==> config.mk <==
export PLATFORM = sky130hd
export DESIGN_NAME = calendar_day_difference_top
export DESIGN_NICKNAME = d
export VERILOG_FILES = /design/src/sv/cdd_pkg.sv /design/src/sv/calendar_day_difference_top.sv /design/src/sv/cdd_mod400.sv /design/src/sv/cdd_step_unit.sv
export SDC_FILE = /design/constraint.sdc
export NUM_CORES = 1
export LEC_CHECK = 0
export ABC_AREA = 1
export BUFFER_PORTS_ARGS = -buffer_cell sky130_fd_sc_hd__buf_2
export CORE_MARGIN = 1
export CORE_UTILIZATION = 64
export DETAILED_ROUTE_END_ITERATION = 12
export PLACE_DENSITY_LB_ADDON = 0.12
export SYNTH_ARGS = -nofsm -noshare
export SYNTH_HDL_FRONTEND = slang
export SYNTH_SLANG_ARGS = --single-unit
==> constraint.sdc <==
create_clock -name clk -period 9.5 [get_ports clk]
set_input_delay 1.9 -clock clk [delete_from_list [all_inputs] [get_ports clk]]
set_output_delay 1.9 -clock clk [all_outputs]
set_load 0.005 [all_outputs]
==> src/sv/cdd_pkg.sv <==
// Shared types, constants and calendar helpers for the calendar day difference block.
package cdd_pkg;

    localparam int IN_YEAR_W  = 14;
    localparam int YEAR_W     = 15;
    localparam int MONTH_W    = 4;
    localparam int DAY_W      = 5;
    localparam int COUNT_W    = 15;
    localparam int REM_W      = 9;

    localparam logic [COUNT_W-1:0]   DAYS_CAP   = 15'd32767;
    localparam logic [IN_YEAR_W-1:0] MOD_BASE   = 14'd400;
    localparam logic [REM_W-1:0]     REM_LAST   = 9'd399;
    localparam logic [MONTH_W:0]     LAST_MONTH = 5'd12;

    typedef enum logic [1:0] {
        ST_IDLE,
        ST_PREP,
        ST_STEP,
        ST_FINISH
    } state_t;

    typedef struct packed {
        logic load;
        logic set_rem;
        logic advance;
    } step_ctrl_t;

    typedef struct packed {
        logic is_before;
        logic at_cap;
    } step_status_t;

    typedef struct packed {
        logic             done;
        logic [REM_W-1:0] rem;
    } mod_status_t;

    // Months outside one to twelve count as 31 days long.
    function automatic logic [DAY_W-1:0] month_len(input logic [MONTH_W-1:0] m,
                                                   input logic leap);
        logic [DAY_W-1:0] len;
        case (m)
            4'd2:    len = leap ? 5'd29 : 5'd28;
            4'd4:    len = 5'd30;
            4'd6:    len = 5'd30;
            4'd9:    len = 5'd30;
            4'd11:   len = 5'd30;
            default: len = 5'd31;
        endcase
        return len;
    endfunction

    // True when the first date precedes the second, compared field by field.
    function automatic logic date_before(input logic [YEAR_W-1:0]  y1,
                                         input logic [MONTH_W-1:0] m1,
                                         input logic [DAY_W-1:0]   d1,
                                         input logic [YEAR_W-1:0]  y2,
                                         input logic [MONTH_W-1:0] m2,
                                         input logic [DAY_W-1:0]   d2);
        logic r;
        if (y1 != y2)
            r = (y1 < y2);
        else if (m1 != m2)
            r = (m1 < m2);
        else
            r = (d1 < d2);
        return r;
    endfunction

endpackage

==> src/sv/calendar_day_difference_top.sv <==
// Top level of the calendar day difference block: sequencer, input and output handshakes.
//
// Each request carries a later and an earlier Gregorian date and yields one signed day count:
// zero for equal dates, -1 when the later date precedes the earlier one, and otherwise the
// number of days between them, saturating at 32767. After acceptance a request reduces the
// earlier year modulo 400 by repeated subtraction, then steps the earlier date one day at a
// time until the dates meet or the count saturates, then writes the result to the output
// register once that register is free. in_stall is high from acceptance until the result has
// been written to the output register; the next request may enter while that result waits.
module calendar_day_difference_top
    import cdd_pkg::*;
(
    input  logic                 clk,
    input  logic                 rst_n,
    input  logic                 in_valid,
    output logic                 in_stall,
    input  logic [IN_YEAR_W-1:0] later_year,
    input  logic [MONTH_W-1:0]   later_month,
    input  logic [DAY_W-1:0]     later_day,
    input  logic [IN_YEAR_W-1:0] earlier_year,
    input  logic [MONTH_W-1:0]   earlier_month,
    input  logic [DAY_W-1:0]     earlier_day,
    output logic                 out_valid,
    input  logic                 out_stall,
    output logic signed [15:0]   days_between
);

    state_t              state_reg, state_next;
    logic                neg_reg, neg_next;
    logic                out_valid_reg, out_valid_next;
    logic signed [15:0]  out_data_reg, out_data_next;

    logic                in_fire;
    logic                mod_start;
    logic                finish_fire;
    step_ctrl_t          step_ctrl;
    step_status_t        step_stat;
    mod_status_t         mod_stat;
    logic [COUNT_W-1:0]  count;

    assign in_fire = in_valid && !in_stall;

    cdd_mod400 u_mod400 (
        .clk    (clk),
        .rst_n  (rst_n),
        .start  (mod_start),
        .value  (earlier_year),
        .status (mod_stat)
    );

    cdd_step_unit u_step (
        .clk           (clk),
        .rst_n         (rst_n),
        .ctrl          (step_ctrl),
        .later_year    (later_year),
        .later_month   (later_month),
        .later_day     (later_day),
        .earlier_year  (earlier_year),
        .earlier_month (earlier_month),
        .earlier_day   (earlier_day),
        .rem           (mod_stat.rem),
        .status        (step_stat),
        .count         (count)
    );

    always_comb
    begin
        state_next = state_reg;
        case (state_reg)
            ST_IDLE:
            begin
                if (in_fire)
                    state_next = ST_PREP;
            end
            ST_PREP:
            begin
                if (mod_stat.done)
                    state_next = ST_STEP;
            end
            ST_STEP:
            begin
                if (!step_stat.is_before || step_stat.at_cap)
                    state_next = ST_FINISH;
            end
            ST_FINISH:
            begin
                if (!out_valid_reg || !out_stall)
                    state_next = ST_IDLE;
            end
            default:
            begin
                state_next = ST_IDLE;
            end
        endcase
    end

    always_comb
    begin
        in_stall          = (state_reg != ST_IDLE);
        mod_start         = in_valid && (state_reg == ST_IDLE);
        step_ctrl.load    = in_valid && (state_reg == ST_IDLE);
        step_ctrl.set_rem = (state_reg == ST_PREP) && mod_stat.done;
        step_ctrl.advance = (state_reg == ST_STEP) && step_stat.is_before && !step_stat.at_cap;
        finish_fire       = (state_reg == ST_FINISH) && (!out_valid_reg || !out_stall);
    end

    always_comb
    begin
        neg_next = neg_reg;
        if (in_fire)
            neg_next = date_before({1'b0, later_year}, later_month, later_day,
                                   {1'b0, earlier_year}, earlier_month, earlier_day);
    end

    // The output register frees once the result is taken, or is refilled in the same cycle.
    always_comb
    begin
        out_valid_next = out_valid_reg && out_stall;
        out_data_next  = out_data_reg;
        if (finish_fire)
        begin
            out_valid_next = 1'b1;
            out_data_next  = neg_reg ? 16'shFFFF : signed'({1'b0, count});
        end
    end

    always_ff @(posedge clk or negedge rst_n)
    begin
        if (!rst_n)
        begin
            state_reg     <= ST_IDLE;
            out_valid_reg <= 1'b0;
        end
        else
        begin
            state_reg     <= state_next;
            out_valid_reg <= out_valid_next;
        end
    end

    always_ff @(posedge clk)
    begin
        neg_reg      <= neg_next;
        out_data_reg <= out_data_next;
    end

    assign out_valid    = out_valid_reg;
    assign days_between = out_data_reg;

`ifndef ASSERT_OFF
    a_step_ends: assert property (@(posedge clk) disable iff (!rst_n)
        (state_reg == ST_STEP && !step_stat.is_before) |=> (state_reg == ST_FINISH))
        else $error("stepping did not stop once the dates met");

    a_negative_only_minus_one: assert property (@(posedge clk) disable iff (!rst_n)
        (out_valid && days_between[15]) |-> (days_between == 16'shFFFF))
        else $error("negative day count other than minus one");

    a_rem_range: assert property (@(posedge clk) disable iff (!rst_n)
        mod_stat.done |-> (mod_stat.rem <= REM_LAST))
        else $error("year remainder out of range");
`endif

endmodule

==> src/sv/cdd_mod400.sv <==
// Iterative reducer that finds the year modulo 400 by repeated subtraction.
module cdd_mod400
    import cdd_pkg::*;
(
    input  logic                 clk,
    input  logic                 rst_n,
    input  logic                 start,
    input  logic [IN_YEAR_W-1:0] value,
    output mod_status_t          status
);

    logic                 busy_reg, busy_next;
    logic [IN_YEAR_W-1:0] val_reg, val_next;
    logic                 below;

    assign below = (val_reg < MOD_BASE);

    always_comb
    begin
        busy_next = busy_reg;
        val_next  = val_reg;
        if (start)
        begin
            busy_next = 1'b1;
            val_next  = value;
        end
        else if (busy_reg)
        begin
            if (below)
                busy_next = 1'b0;
            else
                val_next = val_reg - MOD_BASE;
        end
    end

    always_ff @(posedge clk or negedge rst_n)
    begin
        if (!rst_n)
            busy_reg <= 1'b0;
        else
            busy_reg <= busy_next;
    end

    always_ff @(posedge clk)
    begin
        val_reg <= val_next;
    end

    assign status.done = busy_reg && below;
    assign status.rem  = val_reg[REM_W-1:0];

endmodule

==> src/sv/cdd_step_unit.sv <==
// Date stepping datapath: advances the earlier date by one day per cycle and counts.
module cdd_step_unit
    import cdd_pkg::*;
(
    input  logic                 clk,
    input  logic                 rst_n,
    input  step_ctrl_t           ctrl,
    input  logic [IN_YEAR_W-1:0] later_year,
    input  logic [MONTH_W-1:0]   later_month,
    input  logic [DAY_W-1:0]     later_day,
    input  logic [IN_YEAR_W-1:0] earlier_year,
    input  logic [MONTH_W-1:0]   earlier_month,
    input  logic [DAY_W-1:0]     earlier_day,
    input  logic [REM_W-1:0]     rem,
    output step_status_t         status,
    output logic [COUNT_W-1:0]   count
);

    logic [IN_YEAR_W-1:0] ly_reg, ly_next;
    logic [MONTH_W-1:0]   lm_reg, lm_next;
    logic [DAY_W-1:0]     ld_reg, ld_next;
    logic [YEAR_W-1:0]    year_reg, year_next;
    logic [MONTH_W-1:0]   month_reg, month_next;
    logic [DAY_W-1:0]     day_reg, day_next;
    logic [REM_W-1:0]     r400_reg, r400_next;
    logic [COUNT_W-1:0]   count_reg, count_next;
    logic                 armed_reg;

    logic                 century;
    logic                 leap;
    logic [DAY_W:0]       day_inc;
    logic [MONTH_W:0]     month_inc;
    logic [DAY_W-1:0]     mlen;

    // The leap test runs off the tracked remainder, so no divider is needed.
    assign century = (r400_reg == 9'd0) || (r400_reg == 9'd100) ||
                     (r400_reg == 9'd200) || (r400_reg == 9'd300);
    assign leap    = ((year_reg[1:0] == 2'b00) && !century) || (r400_reg == 9'd0);
    assign mlen    = month_len(month_reg, leap);
    assign day_inc   = {1'b0, day_reg} + 6'd1;
    assign month_inc = {1'b0, month_reg} + 5'd1;

    always_comb
    begin
        ly_next    = ly_reg;
        lm_next    = lm_reg;
        ld_next    = ld_reg;
        year_next  = year_reg;
        month_next = month_reg;
        day_next   = day_reg;
        r400_next  = r400_reg;
        count_next = count_reg;
        if (ctrl.load)
        begin
            ly_next    = later_year;
            lm_next    = later_month;
            ld_next    = later_day;
            year_next  = {1'b0, earlier_year};
            month_next = earlier_month;
            day_next   = earlier_day;
            count_next = '0;
        end
        else if (ctrl.set_rem)
        begin
            r400_next = rem;
        end
        else if (ctrl.advance)
        begin
            count_next = count_reg + 15'd1;
            if (day_inc > {1'b0, mlen})
            begin
                day_next = 5'd1;
                if (month_inc > LAST_MONTH)
                begin
                    month_next = 4'd1;
                    year_next  = year_reg + 15'd1;
                    r400_next  = (r400_reg == REM_LAST) ? 9'd0 : r400_reg + 9'd1;
                end
                else
                begin
                    month_next = month_inc[MONTH_W-1:0];
                end
            end
            else
            begin
                day_next = day_inc[DAY_W-1:0];
            end
        end
    end

    always_ff @(posedge clk or negedge rst_n)
    begin
        if (!rst_n)
            armed_reg <= 1'b0;
        else if (ctrl.load)
            armed_reg <= 1'b1;
    end

    always_ff @(posedge clk)
    begin
        ly_reg    <= ly_next;
        lm_reg    <= lm_next;
        ld_reg    <= ld_next;
        year_reg  <= year_next;
        month_reg <= month_next;
        day_reg   <= day_next;
        r400_reg  <= r400_next;
        count_reg <= count_next;
    end

    assign status.is_before = armed_reg &&
                              date_before(year_reg, month_reg, day_reg,
                                          {1'b0, ly_reg}, lm_reg, ld_reg);
    assign status.at_cap    = (count_reg == DAYS_CAP);
    assign count            = count_reg;

endmodule
; After elaboration in Yosys (flattened, before gate mapping)
; Cells that the tools add are included.
[op_classes]
addsub = 6
magnitude_cmp = 9
n_eq_ne = 23
mux = 38
n_bitwise = 2
n_reduce_logical = 42
[op_table]
columns = cell, n
row1 = 2-to-1 mux 14 bit, 8
row2 = 2-to-1 mux 9 bit, 5
row3 = adder 15 x 1 -> 15 bit (second input constant), 2
row4 = 2-to-1 mux 4 bit, 5
row5 = 2-to-1 mux 5 bit, 4
row6 = == test 9 bit (second input constant), 2
row7 = 2-to-1 mux 16 bit, 1
row8 = AND reduction 4 bit, 4
row9 = nonzero test 2 bit, 8
row10 = == test 15 bit (second input constant), 1
row11 = < comparator 15 x 14 -> 1 bit, 1
row12 = != test 15 x 14 -> 1 bit, 1
row13 = < comparator 14 bit, 1
row14 = < comparator 14 x 9 -> 1 bit (second input constant), 1
row15 = != test 14 bit, 1
row16 = subtractor 14 x 9 -> 14 bit (second input constant), 1
row17 = != test 2 bit (second input constant), 6
row18 = logical AND 1 bit, 10
row19 = < comparator 5 bit, 2
row20 = one-hot mux 5 bit (2 select lines), 1
row21 = adder 9 x 1 -> 9 bit (second input constant), 1
row22 = == test 9 x 7 -> 1 bit (second input constant), 1
row23 = == test 9 x 8 -> 1 bit (second input constant), 1
row24 = logical NOT 9 bit, 1
row25 = other kinds (21), 51
[totals]
regBits = 107
inputBits = 50
output_inout_bits = 18

; Longest topological paths before layout
; Gate-level depths: netlist of run 1.
[logic_depth]
word_depth = 14
mapped_depth = 17
depth_no_buf = 17

; By module
; A second synthesis of run 1 with hierarchy kept.
[unflattened]
hier_cells = 789
area_unflattened_um2 = 6641.4
[by_module_without_submodules]
columns = mod, instances, cells_each, area_per_inst_um2, seq_area_each_um2
row1 = cdd_step_unit, 1, 509, 4255.3, 1996.9
row2 = calendar_day_difference_top, 1, 174, 1487.7, 585.6
row3 = cdd_mod400, 1, 106, 898.4, 445.4

; Worst setup path before layout of run 1
; Ideal clock, no wire load.
[synth_path]
path_type = input port to flip-flop
start = input in_valid
end = register neg_reg, enable pin
setup_ns = 0.404
arrival_time_ns = 3.107
t_required_ns = 9.096
slack_ns = 5.988
cell_stages = 3
cell_sequence = nand2_1 -> inv_1 -> buf_1
[synth_via]
elab_chain_len = 1
[synth_lines]
columns = item, line
row1 = start: declaration, calendar_day_difference_top.sv:15  ; input logic in_valid,
row2 = logical AND 1 bit, calendar_day_difference_top.sv:41  ; assign in_fire = in_valid && !in_stall;
row3 = net in_fire, calendar_day_difference_top.sv:33  ; logic in_fire;
row4 = end signal: assignment, calendar_day_difference_top.sv:143  ; neg_reg <= neg_next;
row5 = end: declaration, calendar_day_difference_top.sv:29  ; logic neg_reg, neg_next;
; The timed path passes the listed nets, and every way through them passes these cells.
; A chain may end at the register's enable or synchronous reset.

; Worst setup path after layout of run 1
[layout_path]
start = register u_step.year_reg[6]
end = register u_step.year_reg[0], enable pin
[layout_via]
elab_chain_len = 7
elab_cells_between_ends = 8
[layout_lines]
columns = item, line
row1 = start: declaration, cdd_step_unit.sv:22  ; logic [YEAR_W-1:0] year_reg, year_next;
row2 = start signal: assignment, cdd_step_unit.sv:104  ; year_reg <= year_next;
row3 = < comparator 15 x 14 -> 1 bit / != test 15 x 14 -> 1 bit (equally long branches), "cdd_pkg.sv:63, cdd_pkg.sv:62"
row4 = 2-to-1 mux 1 bit (*), cdd_pkg.sv:62  ; if (y1 != y2)
row5 = logical AND 1 bit (*), cdd_step_unit.sv:111  ; assign status.is_before = armed_reg &&
row6 = logical AND 1 bit (*) (2 in series), calendar_day_difference_top.sv:103  ; step_ctrl.advance = (state_reg == ST_STEP) && step_stat.is_before && !step_stat.at_cap;
row7 = nonzero test 2 bit (no source line) (*), --
row8 = AND reduction 4 bit (no source line) (*), --
; Mark *: on every way between the ends. The rest lies on a longest branch, timed or not.

==> flow_metrics.py, run 1 <==
metrics = {
    "run_status": {
        "status": "complete, no violations",
    },
    "grt": {
        "first_global_vias": 5155,
        "grt_first_pass_wirelength_um": 22400,
        "antenna_found_initial": 0,
        "grt_overflow": 0,
        "grt_max_degree": 55,
        "grt_usage_pct": 27.5,
    },
    "finish": {
        "layout_commonest_cell": "nand2_1",
        "antennaDiodeCount": 0,
        "largest_reg_flops": 16,
        "nNetsFinal": 926,
        "drive_above_1_share_pct": 14.8,
        "layout_common_cells": "159 x nand2_1, 124 x inv_1, 86 x edfxtp_1",
        "areaGrowthSynthToFinish_pct": 9.87,
    },
    "die": {
        "coreArea_mm2": 0.00986,
        "die_h_um": 103,
        "ios": 68,
        "die_w_um": 103,
        "dieArea_mm2": 0.0106,
        "initial_core_util_pct": 66.4,
        "std_cell_rows": 36,
    },
    "yosys": {
        "synth-seq-cells": 107,
        "netlist-cell-type-count": 40,
        "yosysWarnings": 0,
        "synthAdderAreaFrac_pct": 11.8,
        "muxShareOfSynthArea_pct": 0,
        "synth_area_leaders": "edfxtp_1 39%, ha_1 12%, nand2_1 9.1%, inv_1 7.2%, dfxtp_1 4.9%",
        "syn_nets": 859,
        "synth_top_cell_by_area": "edfxtp_1",
        "synth.yosys.seq_area_share_pct": 46.2,
        "synth_top_family_by_area": "simple AND/OR/NAND/NOR gates",
        "synth-simple-area-share_pct": 20.7,
        "synth_compound_area_share_pct": 9.42,
        "syn_inst": 747,
        "yosys.area.top_type_share_pct": 39.4,
        "syn_area_per_cell_um2": 8.77,
        "synthXorXnorAreaFrac_pct": 3.34,
        "syn_area_mm2": 0.00655,
    },
    "route": {
        "wl_per_cell_um": 14.2,
        "drc_errors": 0,
        "top_layer": "met4",
        "drt-initial-drc-count": 237,
        "wl_met2_um": 7100,
        "ant_nets": 0,
        "vias_per_cell": 5.51,
        "wl_met1_um": 5500,
        "drtPass1Iterations": 5,
        "vias": 5243,
        "met3_length_um": 645,
        "drt_wl_total_um": 13500,
    },
    "timing": {
        "maxSlewViolCount": 0,
        "hold_slack_ps": 501,
        "worst_pin_slew_ps": 1380,
        "layout_min_cycle_time_ps": 3910,
        "setup-tns-final_ps": 0,
        "finalWorstSetupSlack_ps": 5590,
        "fmax_mhz": 256,
        "setup_violations": 0,
        "slew_headroom_pct": 7.87,
        "finClkSkew_ps": 11.3,
        "rsz0062_at_grt": "no",
        "finalHoldViolCount": 0,
        "finalCritPeriodShare_pct": 41.1,
    },
    "clocking": {
        "cts_sinks": 107,
        "cts_max_level": 3,
        "cts_buffers": 9,
        "cts_hold_buf": 0,
        "clock-root-buffer": "clkbuf_8",
        "clkTransAtPathRegs_ps": 110,
        "cts_tree": "yes",
        "post_cts_resize_count": 0,
        "cts_setup_buffers": 0,
        "clock_latency_ps": 390,
        "clock_path_buffers": 2,
    },
    "pwr": {
        "peakVddDrop_v": 0.000110,
        "total_power_mw": 1.68,
        "power_density_mw_per_mm2": 233,
        "power.leakage_nw": 3.30,
    },
    "critical_path": {
        "cp_data_arrival_time_ps": 3910,
        "cp.required_ps": 9500,
        "worstPathMaxFanout": 18,
        "crit_type": "flip-flop to flip-flop",
        "end_kind": "flip-flop",
        "worstSetupStartpointType": "flip-flop",
    },
    "flow_run": {
        "drv_cap": 0,
    },
    "place": {
        "hpwl_um": 10300,
        "dp_slack_ps": 5310,
        "place_congestion": 0.866,
        "portBuffers": 67,
    },
    "hold_path": {
        "min-delay-path-class": "flip-flop to flip-flop",
    },
}
-- kinds of logic (layout without fill, tap and decap cells) --
group                      count (synthesis)  after routing
and+or+nand+nor                          305            305
buffers and inverters                    141            213
AOI/OAI and AO/OA                        107            107
DFF                                      107            107
adders and majority gates                 62             62
xor gates and xnor gates                  25             25
-- synthesized netlist by cell type --
library cell and number:
dfxtp_1 16, nor3_4 1, a21o_1 1, a21oi_1 36
o211ai_1 2, xor2_1 19, buf_1 3, nand3_1 29
dfrtp_1 5, inv_1 125, nor4_1 2, nand2_2 8
nand3_4 1, nand4_1 19, nand3b_1 4, buf_2 2
and3_1 2, nor2_4 1, edfxtp_1 86, nor3_1 7
a21oi_2 8, buf_12 1, nor2_1 59, nor2_2 6
a21boi_0 1, or2_2 5, a211oi_1 2, o21a_1 1
o21ai_0 37, o21bai_1 2, o31ai_1 4, nand2_1 159
xnor2_1 6, inv_2 2, nand3_2 2, ha_1 62
buf_4 2, clkbuf_1 6, o22ai_1 12, o311ai_0 1
-- final timing paths --
kind	startpoint	to	slack [ps]	cells after the start
min in group asynchronous	rst_n	u_mod400.busy_reg	1300	1
max reg2reg	u_step.year_reg[6]	u_step.year_reg[0]	5590	12
max in group asynchronous	rst_n	state_reg[0]	8060	1
min	u_step.count[14]	u_step.count[14]	500	2
max	u_step.year_reg[6]	u_step.year_reg[0]	5590	12
min reg2reg	u_step.count[14]	u_step.count[14]	500	2
-- layer usage --
metal | track usage (%) | vias to the layer above
li1 | - | 2613
met1 | 32.0 | 2445
met2 | 50.1 | 160
met3 | 5.04 | 25
met4 | 11.2 | 0
met5 | 0 | -
-- where the power goes --
group | switching, mW | total, mW | internal [mW]
clock network | 0.165 | 0.288 | 0.124
logic | 0.391 | 0.612 | 0.221
registers | 0.0923 | 0.776 | 0.684
-- stage by stage --
step | util (%) | cell area, um2 | cells
after floorplan | - | 6550 | 747
after global placement | 70.9 | 7000 | 936
after CTS | 73.0 | 7200 | 952
final | 73.0 | 7200 | 952
after detailed placement | 70.9 | 7000 | 936
after global routing | 73.0 | 7200 | 952
-- worst max-delay path: stages, from the launching register on --
cell,delay (ps)
edfxtp_1,490
ha_1,350
nand2_1,120
inv_1,50
a21oi_1,190
nand2_1,90
nand2_1,90
nand2_1,80
nand2_2,280
nand3_4,290
nand2_1,300
nand2_1,140
nor2_1,1040
-- area by class of cell --
class	count	area, um2
inverters	127	477
well taps	133	166
multi-input cells	499	2970
flip-flops and latches	107	3030
clock inverters	7	77.6
fillers	760	2670
clock buffers	9	124
repair buffers	70	358
(Power assumes the default switching activity.)
==> inputs of run 2 (changes only) <==
--- a/config.mk
+++ b/config.mk
@@ -5,10 +5,10 @@
 export SDC_FILE = /design/constraint.sdc
 export NUM_CORES = 1
 export LEC_CHECK = 0
-export ABC_AREA = 1
+export ABC_AREA = 0
 export BUFFER_PORTS_ARGS = -buffer_cell sky130_fd_sc_hd__buf_2
 export CORE_MARGIN = 1
-export CORE_UTILIZATION = 64
+export CORE_UTILIZATION = 54
 export DETAILED_ROUTE_END_ITERATION = 12
 export PLACE_DENSITY_LB_ADDON = 0.12
 export SYNTH_ARGS = -nofsm -noshare
==> constraint.sdc (replaced) <==
create_clock -name clk -period 3.5 [get_ports clk]
set_input_delay 0.7 -clock clk [delete_from_list [all_inputs] [get_ports clk]]
set_output_delay 0.7 -clock clk [all_outputs]
set_load 0.005 [all_outputs]
==> run 2 against run 1 <==
Count of clock-buffer cells in the layout stayed put. Flip-flop and latch count did not move. Final cell count is 14% lower. Synthesized area fell by 5.6%. Non-clock buffer count up 8. Via count down 10%. Design area is 2.1% lower. Largest power group unchanged.
==> flow_metrics.py, run 2 <==
metrics = {
    "route": {
        "wl_per_cell_um": 16.4,
        "vias_per_cell": 5.77,
        "drt_wl_total_um": 13400,
        "drtPass1Iterations": 4,
        "drt-initial-drc-count": 280,
        "vias": 4698,
        "drc_errors": 0,
        "ant_nets": 0,
    },
    "finish": {
        "areaGrowthSynthToFinish_pct": 13.9,
        "final_area_mm2": 0.00705,
        "layout_common_cells": "86 x edfxtp_1, 67 x buf_2, 62 x ha_1",
        "final_util_pct": 64.2,
        "drive_above_1_share_pct": 18.2,
        "largest_reg_flops": 16,
        "layout_commonest_cell": "edfxtp_1",
        "antennaDiodeCount": 0,
        "nNetsFinal": 781,
        "layout.cells.non_filler": 814,
    },
    "critical_path": {
        "max_stage_delay_ps": 490,
        "worstPathMaxFanout": 14,
        "cp_data_arrival_time_ps": 3330,
        "crit_family": "simple AND/OR/NAND/NOR gates",
        "cp_cell_sequence": "nor4_2, a31oi_1, o22ai_1, nand2_1, nand2_1, a31oi_1, ha_1, nand2_1, o21ai_0, o21ai_1, and3_1, o31ai_1, or3b_1, nand2_1, buf_12",
        "end_kind": "flip-flop",
        "crit_buf_inv": 1,
        "cp.required_ps": 3570,
        "worstSetupStartpointType": "flip-flop",
        "crit_type": "flip-flop to flip-flop",
        "crit_path_top_delay_cell": "edfxtp_1",
        "worst_path_most_repeated_cell": "nand2_1",
    },
    "clocking": {
        "cts_max_level": 3,
        "cts_sinks": 107,
        "clkTransAtPathRegs_ps": 80,
        "clock-root-buffer": "clkbuf_16",
        "cts_tree": "yes",
        "clock_latency_ps": 360,
        "cts_hold_buf": 0,
        "cts_buffers": 9,
        "clock_path_buffers": 2,
    },
    "place": {
        "portBuffers": 67,
        "hpwl_um": 9750,
        "place_congestion": 0.824,
        "placedCellCount": 795,
        "placed_cell_area_mm2": 0.00672,
    },
    "yosys": {
        "synth_most_common_cell": "edfxtp_1",
        "synth_area_leaders": "edfxtp_1 42%, ha_1 13%, dfxtp_1 5.2%, inv_1 3.7%, nand2_1 3.1%",
        "synth_edf_count": 86,
        "syn_area_per_cell_um2": 10.4,
        "yosysWarnings": 0,
        "synth.top_cells.by_count": "86 x edfxtp_1, 62 x ha_1, 61 x inv_1",
        "synth_ff_type": "edfxtp_1",
        "syn_inst": 594,
        "synth-seq-cells": 107,
        "ys_async_sr_fraction_pct": 4.67,
        "syn_area_mm2": 0.00618,
        "netlist-cell-type-count": 53,
        "yosys.area.top_type_share_pct": 41.8,
        "synth.yosys.seq_area_share_pct": 49.0,
        "synth_top_cell_by_area": "edfxtp_1",
        "syn_nets": 706,
    },
    "grt": {
        "grt_first_pass_wirelength_um": 21900,
        "grt_max_degree": 61,
        "antenna_found_initial": 0,
        "grt_overflow": 0,
        "grt_usage_pct": 24.1,
        "first_global_vias": 4664,
    },
    "timing": {
        "rsz0062_at_grt": "yes",
        "setup-tns-final_ps": 0,
        "finalHoldViolCount": 0,
        "worst_pin_slew_ps": 657,
        "setup_violations": 0,
        "maxSlewViolCount": 0,
        "finClkSkew_ps": 10.4,
        "finalCritPeriodShare_pct": 93.4,
        "fmax_mhz": 306,
        "layout_min_cycle_time_ps": 3270,
        "slew_headroom_pct": 56.0,
    },
    "pwr": {
        "total_power_mw": 4.59,
        "peakVddDrop_v": 0.000427,
        "power.leakage_nw": 3.04,
        "power_density_mw_per_mm2": 651,
    },
    "die": {
        "die_h_um": 109,
        "dieArea_mm2": 0.0119,
        "ios": 68,
        "initial_core_util_pct": 56.3,
        "std_cell_rows": 38,
        "die_w_um": 109,
        "coreArea_mm2": 0.0110,
    },
    "run_status": {
        "status": "complete, no violations",
    },
    "hold_path": {
        "min-delay-path-class": "primary input to asynchronous set/reset pin",
    },
    "flow_run": {
        "drv_cap": 0,
    },
}
[run 2: changes by cell type after synthesis, moves of 11 or more]
cell and delta:
a31oi_1 +11, inv_1 -64, nand2_1 -108, nand2b_1 +14, nand3_1 -12, nor2_1 -24, o22ai_1 -11, or2_2 +13
[run 2: layer usage]
metal / global-route usage [%] / up-vias / wire, um
met2: 41.5 / 121 / 6530
met1: 30.3 / 2263 / 5890
li1: - / 2288 / -
met3: 3.11 / 26 / 573
met5: 0 / - / 0
met4: 10.5 / 0 / 359
[run 2: final timing paths]
path,startpoint,to,slack (ps),depth (start not counted)
hold reg to reg,u_step.armed_reg,u_step.armed_reg,470,1
setup reg to reg,u_step.r400_reg[5],u_step.year_reg[6],230,15
max in group asynchronous,rst_n,u_step.armed_reg,3220,1
hold / removal,rst_n,u_mod400.busy_reg,140,1
setup / recovery,u_step.r400_reg[5],u_step.year_reg[6],230,15
min in group clk,u_step.armed_reg,u_step.armed_reg,470,1
[run 2: area by class of cell]
class / instances / area (um2)
flip-flops and latches: 107 / 3030
clock buffers: 9 / 225
repair buffers: 78 / 443
inverters: 62 / 233
well taps: 140 / 175
multi-input cells: 411 / 2870
clock inverters: 7 / 68.8
fillers: 875 / 3940
[run 2: metrics by stage]
step	setup slack [ps]	hold WS [ps]
after floorplan	212	404
after detailed placement	207	459
after global placement	322	453
after CTS	110	146
after global routing	-23.5	147
final	233	143
[run 2: cells by family (layout without fill, tap and decap cells)]
family	Yosys count	count (layout)	synth area share, %
simple gates	192	192	15.9
compound gates	119	119	12.3
flops	107	107	49.0
buf+inv	76	156	4.73
fa+ha+maj	62	62	12.5
xor+xnor	29	29	4.11
mux	9	9	1.50
[run 2: power breakdown]
group | total, mW | switching [mW] | leakage, nW | internal (mW)
registers | 2.08 | 0.247 | 0.979 | 1.83
clock network | 1.01 | 0.462 | 0.143 | 0.552
logic | 1.49 | 0.849 | 1.92 | 0.645
total | 4.59 | 1.56 | 3.04 | 3.03
[run 2: timing repair]
| item | in CTS | in global routing |
|---|---|---|
| setup endpoints to repair | 0 | 27 |
| setup buffers | 0 | 3 |
| resized for setup | 0 | 3 |
| hold endpoints to repair | 0 | 0 |
==> inputs of run 3 (changes only) <==
--- a/config.mk
+++ b/config.mk
@@ -8,7 +8,7 @@
 export ABC_AREA = 0
 export BUFFER_PORTS_ARGS = -buffer_cell sky130_fd_sc_hd__buf_2
 export CORE_MARGIN = 1
-export CORE_UTILIZATION = 54
+export CORE_UTILIZATION = 59
 export DETAILED_ROUTE_END_ITERATION = 12
 export PLACE_DENSITY_LB_ADDON = 0.12
 export SYNTH_ARGS = -nofsm -noshare
==> constraint.sdc (replaced) <==
create_clock -name clk -period 3.19 [get_ports clk]
set_input_delay 0.638 -clock clk [delete_from_list [all_inputs] [get_ports clk]]
set_output_delay 0.638 -clock clk [all_outputs]
set_load 0.005 [all_outputs]
==> run 3 against run 2 <==
The run now ends with negative setup slack left. Sequential share of layout area is 0.34 points lower. Hold slack worse by 88 ps. Register-to-register slack worse by 260 ps. Highest routed layer unchanged.
==> flow_metrics.py, run 3 (synthesized netlist as in run 2, its figures left out) <==
metrics = {
    "grt": {
        "met3_usage_pct": 3.38,
        "grt_busiest_layer": "met2",
        "met2_usage_pct": 43.7,
        "first_global_vias": 4647,
        "grt_first_pass_wirelength_um": 21600,
        "grt_use_met1_pct": 31.9,
        "grt_usage_pct": 25.4,
        "grt_max_degree": 61,
        "antenna_found_initial": 0,
        "grt_overflow": 0,
    },
    "timing": {
        "fmax_mhz": 311,
        "finalWorstSetupSlack_ps": -28.1,
        "rsz0062_at_grt": "yes",
        "maxSlewViolCount": 0,
        "finClkSkew_ps": 9.64,
        "worst_pin_slew_ps": 703,
        "setup-tns-final_ps": -208,
        "finalCritPeriodShare_pct": 101,
        "layout_min_cycle_time_ps": 3220,
        "finalHoldViolCount": 0,
        "setup_violations": 9,
        "hold_slack_ps": 54.9,
        "slew_headroom_pct": 52.8,
    },
    "clocking": {
        "cts_max_level": 3,
        "clock-root-buffer": "clkbuf_8",
        "cts_buffers": 9,
        "clock_latency_ps": 380,
        "clkTransAtPathRegs_ps": 100,
        "cts_tree": "yes",
        "clock_path_buffers": 2,
        "cts_sinks": 107,
    },
    "critical_path": {
        "crit_type": "flip-flop to flip-flop",
        "worstPathMaxFanout": 7,
        "cp_data_arrival_time_ps": 3330,
        "cp.required_ps": 3300,
        "worstSetupStartpointType": "flip-flop",
        "end_kind": "flip-flop",
    },
    "route": {
        "ant_nets": 0,
        "drtPass1Iterations": 4,
        "vias": 4671,
        "drt-initial-drc-count": 223,
        "drt_wl_total_um": 13100,
        "vias_per_cell": 5.70,
        "wl_per_cell_um": 16.0,
        "drc_errors": 0,
    },
    "finish": {
        "final_area_mm2": 0.00710,
        "antennaDiodeCount": 0,
        "layout_common_cells": "86 x edfxtp_1, 67 x buf_2, 62 x ha_1",
        "final_util_pct": 69.4,
        "largest_reg_flops": 16,
        "layout_commonest_cell": "edfxtp_1",
        "drive_above_1_share_pct": 20.5,
        "nNetsFinal": 790,
        "areaGrowthSynthToFinish_pct": 14.8,
    },
    "place": {
        "place_congestion": 0.901,
        "hpwl_um": 9870,
        "placed_cell_area_mm2": 0.00679,
        "dp_slack_ps": -91.5,
        "portBuffers": 67,
    },
    "die": {
        "std_cell_rows": 37,
        "die_w_um": 104,
        "die_h_um": 104,
        "dieArea_mm2": 0.0109,
        "initial_core_util_pct": 60.5,
        "ios": 68,
        "coreArea_mm2": 0.0102,
    },
    "pwr": {
        "power_density_mw_per_mm2": 686,
        "power.leakage_nw": 3.06,
        "peakVddDrop_v": 0.000605,
    },
    "run_status": {
        "status": "finished, violations left",
        "violations": "negative setup slack",
    },
    "hold_path": {
        "min-delay-path-class": "primary input to asynchronous set/reset pin",
    },
    "flow_run": {
        "drv_cap": 0,
    },
}
==> run 3: cell types whose count changed in the layout (fill, tap and decap cells not counted), sizes merged <==
| cell | previous run | this run |
|---|---|---|
| bufinv | 1 | 0 |
| buf | 78 | 86 |
| clkinv | 6 | 2 |
| clkbuf | 9 | 16 |
| clkinvlp | 1 | 0 |
==> run 3: stage by stage <==
stage | power [mW] | instances
final | 4.87 | 819
after global routing | 5.19 | 819
after CTS | 4.79 | 817
after detailed placement | 3.93 | 801
after global placement | 3.83 | 801
after floorplan | 3.39 | 594
==> run 3: final cells by class <==
| cell class | count | area (um2) |
|---|---|---|
| Fill cell | 781 | 3130 |
| Multi-Input combinational cell | 411 | 2950 |
| Sequential cell | 107 | 3030 |
| Clock buffer | 15 | 199 |
| Timing Repair Buffer | 87 | 515 |
| Inverter | 62 | 233 |
| Tap cell | 136 | 170 |
| Clock inverter | 1 | 5.00 |
==> run 3: worst max-delay path, stage by stage, from the launching register on <==
cell and delay, ps:
edfxtp_1 470, nand4bb_1 260, nor3_1 230, a31oi_1 60
o22ai_1 160, nand2_1 70, nand2_1 60, a31oi_1 80
ha_1 200, nor2b_2 160, o21ai_4 90, o21ai_1 140
and3_4 210, o31ai_4 70, or3b_4 410, nand2_4 110
clkbuf_16 160
==> run 3: what timing repair did <==
action	CTS	global route
gates resized for setup	3	14
pin swaps	0	5
hold endpoints to repair	0	0
endpoints found under the setup margin	27	32
gates cloned	0	1
hold buffers	0	0
buffers inserted	0	1
==> run 3: path summary, 6_finish.rpt <==
check / start / endpoint / slack (ps) / depth (start not counted)
setup / recovery: u_step.r400_reg[4] / u_step.year_reg[9] / -30 / 16
hold / removal: rst_n / u_mod400.busy_reg / 50 / 1
setup reg to reg: u_step.r400_reg[4] / u_step.year_reg[9] / -30 / 16
hold reg to reg: u_step.armed_reg / u_step.armed_reg / 470 / 1
max in group asynchronous: rst_n / state_reg[1] / 3000 / 1
min in group clk: later_year[12] / u_step.ly_reg[12] / 450 / 1
==> run 3: metal layers <==
layer / up-vias / part of all wire [%]
met5: - / 0
met4: 0 / 2.2
met3: 26 / 4.1
met2: 107 / 50
met1: 2238 / 44
li1: 2300 / -
==> run 3: where the power goes <==
part	total (mW)	internal [mW]	switching, mW
Combinational	1.75	0.762	0.983
Clock	0.851	0.401	0.450
Sequential	2.27	2.01	0.267
Total	4.87	3.17	1.70
